File: src/convex_hull_graham_scan_assert.svh
// Assertion macros for the hull block.
`ifndef CONVEX_HULL_GRAHAM_SCAN_ASSERT_SVH
`define CONVEX_HULL_GRAHAM_SCAN_ASSERT_SVH
// Implication checked on every rising clock edge outside reset.
`define CHG_ASSERT_IMP(label, clk, rst_n, pre, post) \
  label: assert property (@(posedge clk) disable iff (!rst_n) (pre) |-> (post)) \
    else $error("assertion failed");
// Implication checked in the cycle after the antecedent.
`define CHG_ASSERT_NEXT(label, clk, rst_n, pre, post) \
  label: assert property (@(posedge clk) disable iff (!rst_n) (pre) |=> (post)) \
    else $error("assertion failed");
`endif

File: src/chg_pkg.sv
`default_nettype none
package chg_pkg;
  localparam int MaxPoints  = 64;
  localparam int CoordWidth = 16;
  localparam int HullMin    = 3;
  localparam int IdxW       = $clog2(MaxPoints);
  localparam int CntW       = $clog2(MaxPoints + 1);
  localparam int DiffW      = CoordWidth + 1;
  localparam int SumW       = DiffW + 1;
  localparam int ProdW      = 2 * DiffW;
  localparam int CrossW     = ProdW + 1;

  typedef logic signed [CoordWidth-1:0] coord_t;
  typedef logic [IdxW-1:0] idx_t;
  typedef logic [CntW-1:0] cnt_t;

  // Read/write port of the point store, driven by the controller.
  typedef struct packed {
    logic   we;
    idx_t   waddr;
    coord_t wx;
    coord_t wz;
    idx_t   raddr;
  } mem_req_t;
endpackage
`default_nettype wire

File: src/chg_idx_mem.sv
`default_nettype none
module chg_idx_mem
  import chg_pkg::*;
(
  input  wire  clk_i,
  input  logic we_i,
  input  idx_t waddr_i,
  input  idx_t wdata_i,
  input  idx_t raddr_i,
  output idx_t rdata_o
);
  idx_t mem [MaxPoints];

  always_ff @(posedge clk_i) begin
    if (we_i) begin
      mem[waddr_i] <= wdata_i;
    end
    rdata_o <= mem[raddr_i];
  end
endmodule
`default_nettype wire

File: config.mk
export PLATFORM = sky130hd
export DESIGN_NAME = chg_idx_mem
export DESIGN_NICKNAME = d
export VERILOG_FILES = /design/src/convex_hull_graham_scan_assert.svh /design/src/chg_pkg.sv /design/src/chg_idx_mem.sv
export SDC_FILE = /design/constraint.sdc
export NUM_CORES = 1
export LEC_CHECK = 0
export ABC_AREA = 1
export BUFFER_PORTS_ARGS = -buffer_cell sky130_fd_sc_hd__buf_2
export CAP_MARGIN = 20
export CORE_UTILIZATION = 40
export DETAILED_ROUTE_END_ITERATION = 7
export SYNTH_ARGS = -nofsm -noshare
export SYNTH_HDL_FRONTEND = slang
export SYNTH_SLANG_ARGS = --single-unit
File: constraint.sdc
create_clock -name clk_i -period 3 [get_ports clk_i]
set_input_delay 0.6 -clock clk_i [delete_from_list [all_inputs] [get_ports clk_i]]
set_output_delay 0.6 -clock clk_i [all_outputs]
set_load 0.05 [all_outputs]
# Yosys cells after proc, flatten, opt, wreduce, memory -nomap -nowiden
# Memory sizes are Yosys's and may differ from the RTL's. A register that Yosys moved wholly into a read port is not among the register bits.
# Index checks and enable logic that the tools add are counted.
# op_classes
mux	2
# ops
op	count
$mux W1	2
# totals
ramBits	384
regBits	0
elab_cells	3
mem_count	1
output_inout_bits	6
# memory_table
memory	words	word_bits	read_ports	rd_ports_with_merged_regs	write_ports	line_no	text
mem	64	6	1	1	1	chg_idx_mem.sv:12	idx_t mem [MaxPoints];

# Logic depth before layout (Yosys ltp)
# logic_depth
word_depth	2
ltp_mapped	11

# Worst setup path after synthesis
# No wires, ideal clock.
# synth_timing
path_kind	in2reg
start	input we_i
end	memory mem[48][0] (netlist name), enable pin
required_time_ps	2614
setup_slack_ps	831
cell_stages	3
setup_time_ps	386
arrival_ps	1783
path_cell_list	clkbuf_1 > nand4_1 > nor4_1
# synth_between
elab_chain_len	2
# synth_lines
element	line_no	text
from (decl)	chg_idx_mem.sv:6	input logic we_i,
$mux W1	chg_idx_mem.sv:15	if (we_i) begin
$mux W1 (not written as such)	chg_idx_mem.sv:16	mem[waddr_i] <= wdata_i;
to (decl)	chg_idx_mem.sv:12	
# Every way passes these cells.

# Worst setup path in the final report
# layout_timing
start	register rdata_o[5], read port of mem
end	output rdata_o[5]
# layout_lines
element	line_no	text
from (decl)	chg_idx_mem.sv:10	output idx_t rdata_o
# No word-level cell between the ends.

==> results.ini <==
[sta]
worst_pin_slew_ns = 0.978
hold_viol_final = 0
min_period_ns = 1.87
setup_viol = 0
relSlewSlack_pct = 34.8
rsz0062_at_grt = no
setup_slack_ns = 1.13
fmaxAchievable_mhz = 534
finalCritPeriodShare_pct = 62.4
setup_tns_ns = 0
whs_ns = 0.446
slew_viol_final = 0
finClkSkew_ns = 0.0177

[worst_setup_path]
critical_path_class = reg -> out
slowest_stage = dfxtp_1
cp_data_required_time_ns = 2.40
cp.arrival_ns = 1.27
worstPathMaxFanout = 1
crit_chain = buf_2
cp_num_buf_inv = 1
crit_family = flip-flops
cp-start-kind = register
cp-end-kind = output port
max_stage_delay_ns = 0.44

[die]
io_pins = 26
die_h_um = 202
core_sq_mm = 0.0390
start_util_pct = 40.8
die_area_sq_mm = 0.0406
rows = 72
fp.dieW_um = 202

[placement]
routabilityCongestion = 0.853
place_ws_ns = 0.653
portBuffers = 25
hpwl_mm = 25.1

[synth]
synthTopCellsByArea = edfxtp_1, nand2_1, nand3_1
synth_nets = 1396
avgSynthCellArea_sq_um = 11.6
yosysTopAreaCellShare_pct = 72.4
syn_inst = 1376
yosysSeqAreaShare_pct = 73.1
syn_area_sq_mm = 0.0159
synth_area_leader_cell = edfxtp_1
synth-seq-cells = 390
synth_cell_types = 14
yosysWarnings = 0

[pwr]
p_leak_nw = 6.70
peakVddDrop_mv = 0.329
p_per_area_mw_per_mm2 = 641

[grt]
grt_pass1_wl_mm = 62.5
track_usage_pct = 20.4
grt_overflow_total = 0
first_global_vias = 10478
grt_max_degree = 110
grtUsageMet1_pct = 28.2
grt_use_met2_pct = 32.8
grt-busiest-layer = met2
grt_util_met3_pct = 3.53
antenna_found_initial = 0

[cells_and_area]
area_growth_pct = 15.4
diodes = 0
final_core_util_pct = 47.1
mostFrequentLayoutCell = nand2_1
final_nets = 1469
nFillCells = 3505
final_cell_mix = nand2_1, edfxtp_1, nand3_1
layout-drive-gt1-share_pct = 11.6

[cts]
cts_max_level = 2
clk-insertion-delay-late_ns = 0.53
cts_buffers = 41
cts_tree = yes
cts-root-buf = clkbuf_16
cts_max_path_buffers = 3
clk_pin_slew_ns = 0.06
hold_buffers = 0
clock_sinks = 390
cts_resized = 0
cts_setup_buffers = 0

[routing]
drt_iter0_drc = 1094
wirelength_mm = 40.9
vias_per_cell = 5.23
postRouteAntennaNets = 0
dr.pass1.iters = 5
drcViolationCount = 0
wl_per_cell_um = 20.5
num_vias = 10435

[flow_run]
maxCapViolations = 0

[run_status]
status = complete, no violations

[min_path]
hp-class = in -> reg

-- through the flow --
| stage | instance area, sq um | instances | total power [mW] |
|---|---|---|---|
| floorplan | 15900 | 1376 | 6.59 |
| global placement | 17100 | 1924 | 6.93 |
| detailed placement | 17100 | 1924 | 6.94 |
| CTS | 18400 | 1997 | 11.9 |
| global route | 18400 | 1997 | 12.2 |
| finish | 18400 | 1997 | 11.8 |
-- synthesized netlist by cell type --
master	instances
nand2_1	486
nor2_1	56
clkbuf_1	15
dfxtp_1	6
edfxtp_1	384
buf_6	1
inv_2	2
inv_1	10
nand4_1	9
buf_2	43
nand3_1	331
buf_4	16
nor4_1	8
buf_1	9
-- routing by layer --
| layer | part of all wire [%] | routed length, um | vias up |
|---|---|---|---|
| met2 | 47 | 19300 | 305 |
| li1 | - | - | 4980 |
| met1 | 44 | 18000 | 5088 |
| met5 | 0 | 0 | - |
| met3 | 6.0 | 2450 | 62 |
| met4 | 2.7 | 1110 | 0 |
-- worst register-to-register path, cell delays in order (launching register included) --
cell	delay, ns
edfxtp_1	0.38
nand2_1	0.12
nand3_1	0.10
nand3_1	0.11
nand2_1	0.05
nand2_1	0.06
nand3_1	0.14
nand3_1	0.18
nand2_1	0.08
-- worst paths after layout --
check | from | to | slack [ns] | cells past startpoint
worst max-delay path | rdata_o[5] | rdata_o[5] | 1.13 | 1
worst min-delay path | raddr_i[5] | rdata_o[0] | 0.45 | 3
worst max register to register | mem[23][2] | rdata_o[2] | 1.67 | 8
worst min register to register | mem[44][5] | rdata_o[5] | 0.81 | 8
-- state kept, by name (all words and copies together) (netlist names) --
name,cells
mem,384
rdata_o,6
-- cell type report --
type | count | area, sq um | area share (%)
Sequential cell | 390 | 11700 | 63.4
Inverter | 12 | 50.0 | 0.272
Multi-Input combinational cell | 890 | 3800 | 20.6
Clock inverter | 23 | 244 | 1.33
Timing Repair Buffer | 114 | 940 | 5.11
Clock buffer | 50 | 1060 | 5.76
Tap cell | 518 | 648 | 3.52
-- kinds of logic after synthesis --
family,count (synthesis),synth area share [%]
DFF,390,73.1
and+or+nand+nor,890,23.8
buffers and inverters,96,3.02
-- power by group --
group / leakage [nW] / total (mW) / internal [mW] / switching (mW)
registers: 3.51 / 6.05 / 6.03 / 0.0227
logic: 2.57 / 0.763 / 0.199 / 0.564
clock network: 0.625 / 4.97 / 2.94 / 2.02
No activity file was read; power rests on OpenSTA's default activity.
