`config.mk`:
```
export PLATFORM = sky130hd
export DESIGN_NAME = chg_point_mem
export DESIGN_NICKNAME = d
export VERILOG_FILES = /design/src/convex_hull_graham_scan_assert.svh /design/src/chg_pkg.sv /design/src/chg_point_mem.sv
export SDC_FILE = /design/constraint.sdc
export NUM_CORES = 2
export LEC_CHECK = 0
export BUFFER_PORTS_ARGS = -buffer_cell sky130_fd_sc_hd__buf_2
export CORE_ASPECT_RATIO = 1.4
export CORE_UTILIZATION = 57
export DETAILED_ROUTE_END_ITERATION = 8
export PLACE_DENSITY = 0.76
export SETUP_SLACK_MARGIN = 0.2
export SKIP_CTS_REPAIR_TIMING = 1
export SLEW_MARGIN = 30
export SYNTH_ARGS = -nofsm -noshare
export SYNTH_HDL_FRONTEND = slang
export SYNTH_SLANG_ARGS = --single-unit
```
`constraint.sdc`:
```
create_clock -name clk_i -period 3.4 [get_ports clk_i]
set_input_delay 1.02 -clock clk_i [delete_from_list [all_inputs] [get_ports clk_i]]
set_output_delay 1.02 -clock clk_i [all_outputs]
set_load 0.01 [all_outputs]
```
`src/convex_hull_graham_scan_assert.svh`:
```
// Assertion macros for the hull block.
`ifndef CONVEX_HULL_GRAHAM_SCAN_ASSERT_SVH
`define CONVEX_HULL_GRAHAM_SCAN_ASSERT_SVH
// Implication checked on every rising clock edge outside reset.
`define CHG_ASSERT_IMP(label, clk, rst_n, pre, post) \
  label: assert property (@(posedge clk) disable iff (!rst_n) (pre) |-> (post)) \
    else $error("assertion failed");
// Implication checked in the cycle after the antecedent.
`define CHG_ASSERT_NEXT(label, clk, rst_n, pre, post) \
  label: assert property (@(posedge clk) disable iff (!rst_n) (pre) |=> (post)) \
    else $error("assertion failed");
`endif

```
`src/chg_pkg.sv`:
```
`default_nettype none
package chg_pkg;
  localparam int MaxPoints  = 64;
  localparam int CoordWidth = 16;
  localparam int HullMin    = 3;
  localparam int IdxW       = $clog2(MaxPoints);
  localparam int CntW       = $clog2(MaxPoints + 1);
  localparam int DiffW      = CoordWidth + 1;
  localparam int SumW       = DiffW + 1;
  localparam int ProdW      = 2 * DiffW;
  localparam int CrossW     = ProdW + 1;

  typedef logic signed [CoordWidth-1:0] coord_t;
  typedef logic [IdxW-1:0] idx_t;
  typedef logic [CntW-1:0] cnt_t;

  // Read/write port of the point store, driven by the controller.
  typedef struct packed {
    logic   we;
    idx_t   waddr;
    coord_t wx;
    coord_t wz;
    idx_t   raddr;
  } mem_req_t;
endpackage
`default_nettype wire

```
`src/chg_point_mem.sv`:
```
`default_nettype none
module chg_point_mem
  import chg_pkg::*;
(
  input  wire      clk_i,
  input  mem_req_t req_i,
  output coord_t   rx_o,
  output coord_t   rz_o
);
  coord_t mem_x [MaxPoints];
  coord_t mem_z [MaxPoints];

  always_ff @(posedge clk_i) begin
    if (req_i.we) begin
      mem_x[req_i.waddr] <= req_i.wx;
      mem_z[req_i.waddr] <= req_i.wz;
    end
    rx_o <= mem_x[req_i.raddr];
    rz_o <= mem_z[req_i.raddr];
  end
endmodule
`default_nettype wire

```
After elaboration in Yosys (flattened, before gate mapping) --
Memory sizes are Yosys's and may differ from the RTL's. A register that Yosys moved wholly into a read port is not among the register bits. Cells that the tools add are included.
Storage, ports and cells: register bits after elaboration 0, memory bits (writable) 2048, input bits 46, word-level logic and storage cells 4, memories kept 2
Operators by class: muxes and demuxes 2
Memory list:
- mem_x | words 64, width 16, rd ports 1, clocked after Yosys merged registers in 1, write ports 1, RTL line chg_point_mem.sv:10 | coord_t mem_x [MaxPoints];
- mem_z | words 64, width 16, rd ports 1, clocked after Yosys merged registers in 1, write ports 1, RTL line chg_point_mem.sv:11 | coord_t mem_z [MaxPoints];
Operator list (count):
- 1-bit 2-to-1 mux | 2

Longest topological paths before layout --
word-level depth 2, depth in mapped cells 11, depth with buffers taken out 5

Worst setup path after synthesis --
Ideal clock, no wire load.
kind input-to-reg, start input port req_i[42] (netlist name), end memory mem_x[16][0] (netlist name), enable pin, setup time 421 ps, arrival 3209 ps, slack -230 ps, stages 4, path buffers 2, cells stage by stage clkbuf_1 or3b_2 clkbuf_1 nor2_1
RTL lines:
- from (decl) | RTL line chg_point_mem.sv:6 | input mem_req_t req_i,
- to (decl) | RTL line chg_point_mem.sv:10
Straight into the memory's write port.

==> summary.md <==
| Metric | Value |
|---|---|
| Critical path cell sequence | buf_8 > buf_12 > buf_12 > buf_4 > mux4_2 > mux4_2 > o22ai_1 > a21oi_1 |
| Cell Area, Synth | 78700 µm² |
| Chip Height | 442 µm |
| Num ports | 78 |
| Clock H-tree levels | 4 |
| Leading cell type in the layout, fill and taps excluded | edfxtp_1 |
| Leakage power | 28.1 nW |
| XOR/XNOR Fraction of Synth Area | 0% |
| Core Footprint | 136000 µm² |
| Layout fillers | 8041 |
| Die width | 316 µm |
| Later-pin clock latency in the skew report | 0.81 ns |
| Drt first pass iters | 6 |
| Post-synth top flop | edfxtp_1 |
| CP Capture Type | flip-flop |
| Register area | 62100 µm² |
| CTS Root Cell | clkbuf_16 |
| Vias in the first global route | 39200 |
| Syn Nets | 3372 |
| Slew @ Worst Pin | 0.870 ns |
| Post-Synth Adder-Cell Area | 0% |
| Clock buffer depth | 3 |
| Total grt overflow | 0 |
| Clock transition at path regs | 0.07 ns |
| Max Slew Vio Count | 0 |
| Warnings from Yosys | 0 |
| First-pass GRT wire length | 283000 µm |
| RSZ-0062 raised after global routing | no |
| CTS Sinks | 2080 |
| CTS tree | built |
| Post-layout min period | 2.75 ns |
| Most frequent cells in the layout | 2048 x edfxtp_1, 524 x mux4_2, 180 x buf_4 |
| Post-synth EDFFs | 2048 |
| Crit Path Class | in2reg |
| Register-to-Register Path Depth | 5 |
| Largest net degree at the start of global routing | 65 |
| Endpoints failing setup | 0 |
| Worst Path Arrival | 3.43 ns |
| Worst Path Required | 4.07 ns |
| Post-synthesis mux area share | 16.6% |
| Die ar. | 140000 µm² |
| Placed cells | 5267 |
| CTS Buf Count | 173 |
| Final ANT Viol Nets | 0 |
| F_max | 363 MHz |
| Main combinational cell family by area after synthesis | multiplexers |
| Mean Syn Cell Area | 23.7 µm² |
| Max stage delay on crit path | 0.51 ns |
| Critical Path Slowest Stage Cell | mux4_2 |
| Post-Route WL | 198000 µm |
| Flop-to-flop setup slack | 1.14 ns |
| Origin of the worst setup path | req_i[0] |
| Crit-path leading delay family | multiplexers |
| Worst-path fanout max | 22 |
| IO buf count | 77 |
| Effective utilization at floorplan | 57.7% |
| GRT Total Usage | 29.1% |
| Synth Area in Simple Gates | 0.983% |
| Worst path bufs/invs | 4 |
| Max_cap viols | 0 |
| Post-layout instance count excluding filler cells | 5581 |
| Crit start category | input pin |
| Row count | 160 |
| Post-synthesis cell type count | 38 |
| Register area share after synthesis | 79.0% |
| Initial DRC count | 5196 |
| RR Startpoint | mem_x[21][10] |
| Vias per std cell | 6.86 |
| Worst flop-to-flop path endpoint | rx_o[10] |
| Worst path depth | 8 |
| Tcrit/Tclk final | 81.0% |
| Post-synth ARST share | 0% |
| Final hold vios | 0 |
| DP HPWL | 106000 µm |
| End point of the critical path | rx_o[14] |
| P&R area growth vs syn | 13.9% |
| Layout cells sized above 1 | 31.0% |
| WL/cell | 35.4 µm |
| Hold crit path type | in2reg |
| Status | finished clean |
| Syn Inst Count | 3326 |
| Gpl congestion | 0.799 |
| Hold Slack | 0.614 ns |
| Via Count | 38300 |
| Area occupied by multi-input gates | 16100 µm² |
| Nets | 3706 |
| Final setup skew | 0.0270 ns |
| Synthesized flop and latch total | 2080 |
| PwrDens | 562 nW/µm² |
| Initial antenna violation count | 5 |
| Synth Area in Compound Gates | 2.21% |
| Peak supply drop | 0.400 mV |
| DR DRC count | 0 |
| Rel. slew slack | 42.0% |
[metrics by stage]
stage                     total power, mW  setup slack [ns]  setup TNS, ns  instance area, µm²  util [%]
final                                50.3             0.646              0               89600      65.7
after global routing                 51.5             0.573              0               89600      65.7
after CTS                            50.5             0.698              0               89500      65.7
after detailed placement             31.7            -0.123         -0.281               84200      61.8
after global placement               31.6            -0.111         -0.171               84200      61.8
after floorplan                      30.4            -0.230         -58.80               78700         -
[where the power goes]
part	internal [mW]	total [mW]	switching, mW
clock	10.4	19.1	8.72
combinational	1.11	2.72	1.61
sequential	28.4	28.5	0.106
[metal layers]
layer / vias to the layer above / share of wire [%] / global-route usage, %
li1: 15000 / - / -
met1: 20100 / 34 / 37.8
met2: 2677 / 51 / 48.6
met3: 513 / 10 / 5.08
met4: 2 / 4.5 / 12.2
met5: - / 0.0066 / 0
[synth_stat cells, types with 2 or more instances]
library cell | n | share of area (%)
edfxtp_1 | 2048 | 78
mux4_2 | 524 | 15
mux2i_1 | 116 | 1.5
nor2_1 | 82 | 0.39
clkbuf_1 | 70 | 0.33
a22oi_1 | 68 | 0.65
buf_2 | 57 | 0.36
o22ai_1 | 40 | 0.32
a21oi_1 | 34 | 0.22
dfxtp_1 | 32 | 0.81
buf_4 | 29 | 0.28
o211ai_1 | 25 | 0.24
nand2_1 | 21 | 0.10
buf_1 | 19 | 0.091
nand3_1 | 19 | 0.12
nor2b_1 | 19 | 0.15
a221oi_1 | 17 | 0.19
a22o_1 | 13 | 0.14
o221ai_1 | 12 | 0.13
mux2_2 | 10 | 0.14
o21ai_0 | 9 | 0.057
buf_6 | 8 | 0.11
o211a_1 | 7 | 0.089
a211oi_1 | 6 | 0.057
a31oi_1 | 6 | 0.048
nor3_1 | 6 | 0.038
nand3b_1 | 5 | 0.048
and2_1 | 4 | 0.032
nand2b_1 | 4 | 0.032
a221o_1 | 3 | 0.038
or2_2 | 3 | 0.024
buf_8 | 2 | 0.038
o2111ai_1 | 2 | 0.022
or3b_2 | 2 | 0.022
[worst min path at each step]
| stage | start | end | slack, ns | depth (start not counted) |
|---|---|---|---|---|
| after floorplan | mem_z[32][14] | rz_o[14] | 0.67 | 4 |
| after global placement | mem_z[32][0] | rz_o[0] | 0.72 | 4 |
| after detailed placement | mem_z[38][2] | rz_o[2] | 0.74 | 4 |
| after CTS | req_i[27] | mem_x[47][5] | 0.57 | 1 |
| after global routing | req_i[27] | mem_x[42][5] | 0.60 | 1 |
| final | req_i[27] | mem_x[43][5] | 0.61 | 1 |
[state kept, by name (all words and copies together) (netlist names)]
signal	count
rz_o	16
mem_x	1024
rx_o	16
mem_z	1024
[kinds of logic after synthesis]
kind of cell / after synthesis
DFF: 2080
muxes: 650
AOI/OAI and AO/OA: 243
buffers and inverters: 185
and+or+nand+nor: 168
[area by class of cell]
cell class                      instances  area share, %
Clock buffer                          231           5.21
Clock inverter                         81          0.751
Tap cell                             1782           2.49
Antenna cell                            2        0.00559
Sequential cell                      2080           69.4
Multi-Input combinational cell       1061           18.0
Timing Repair Buffer                  344           4.22
(Power assumes the default switching activity.)
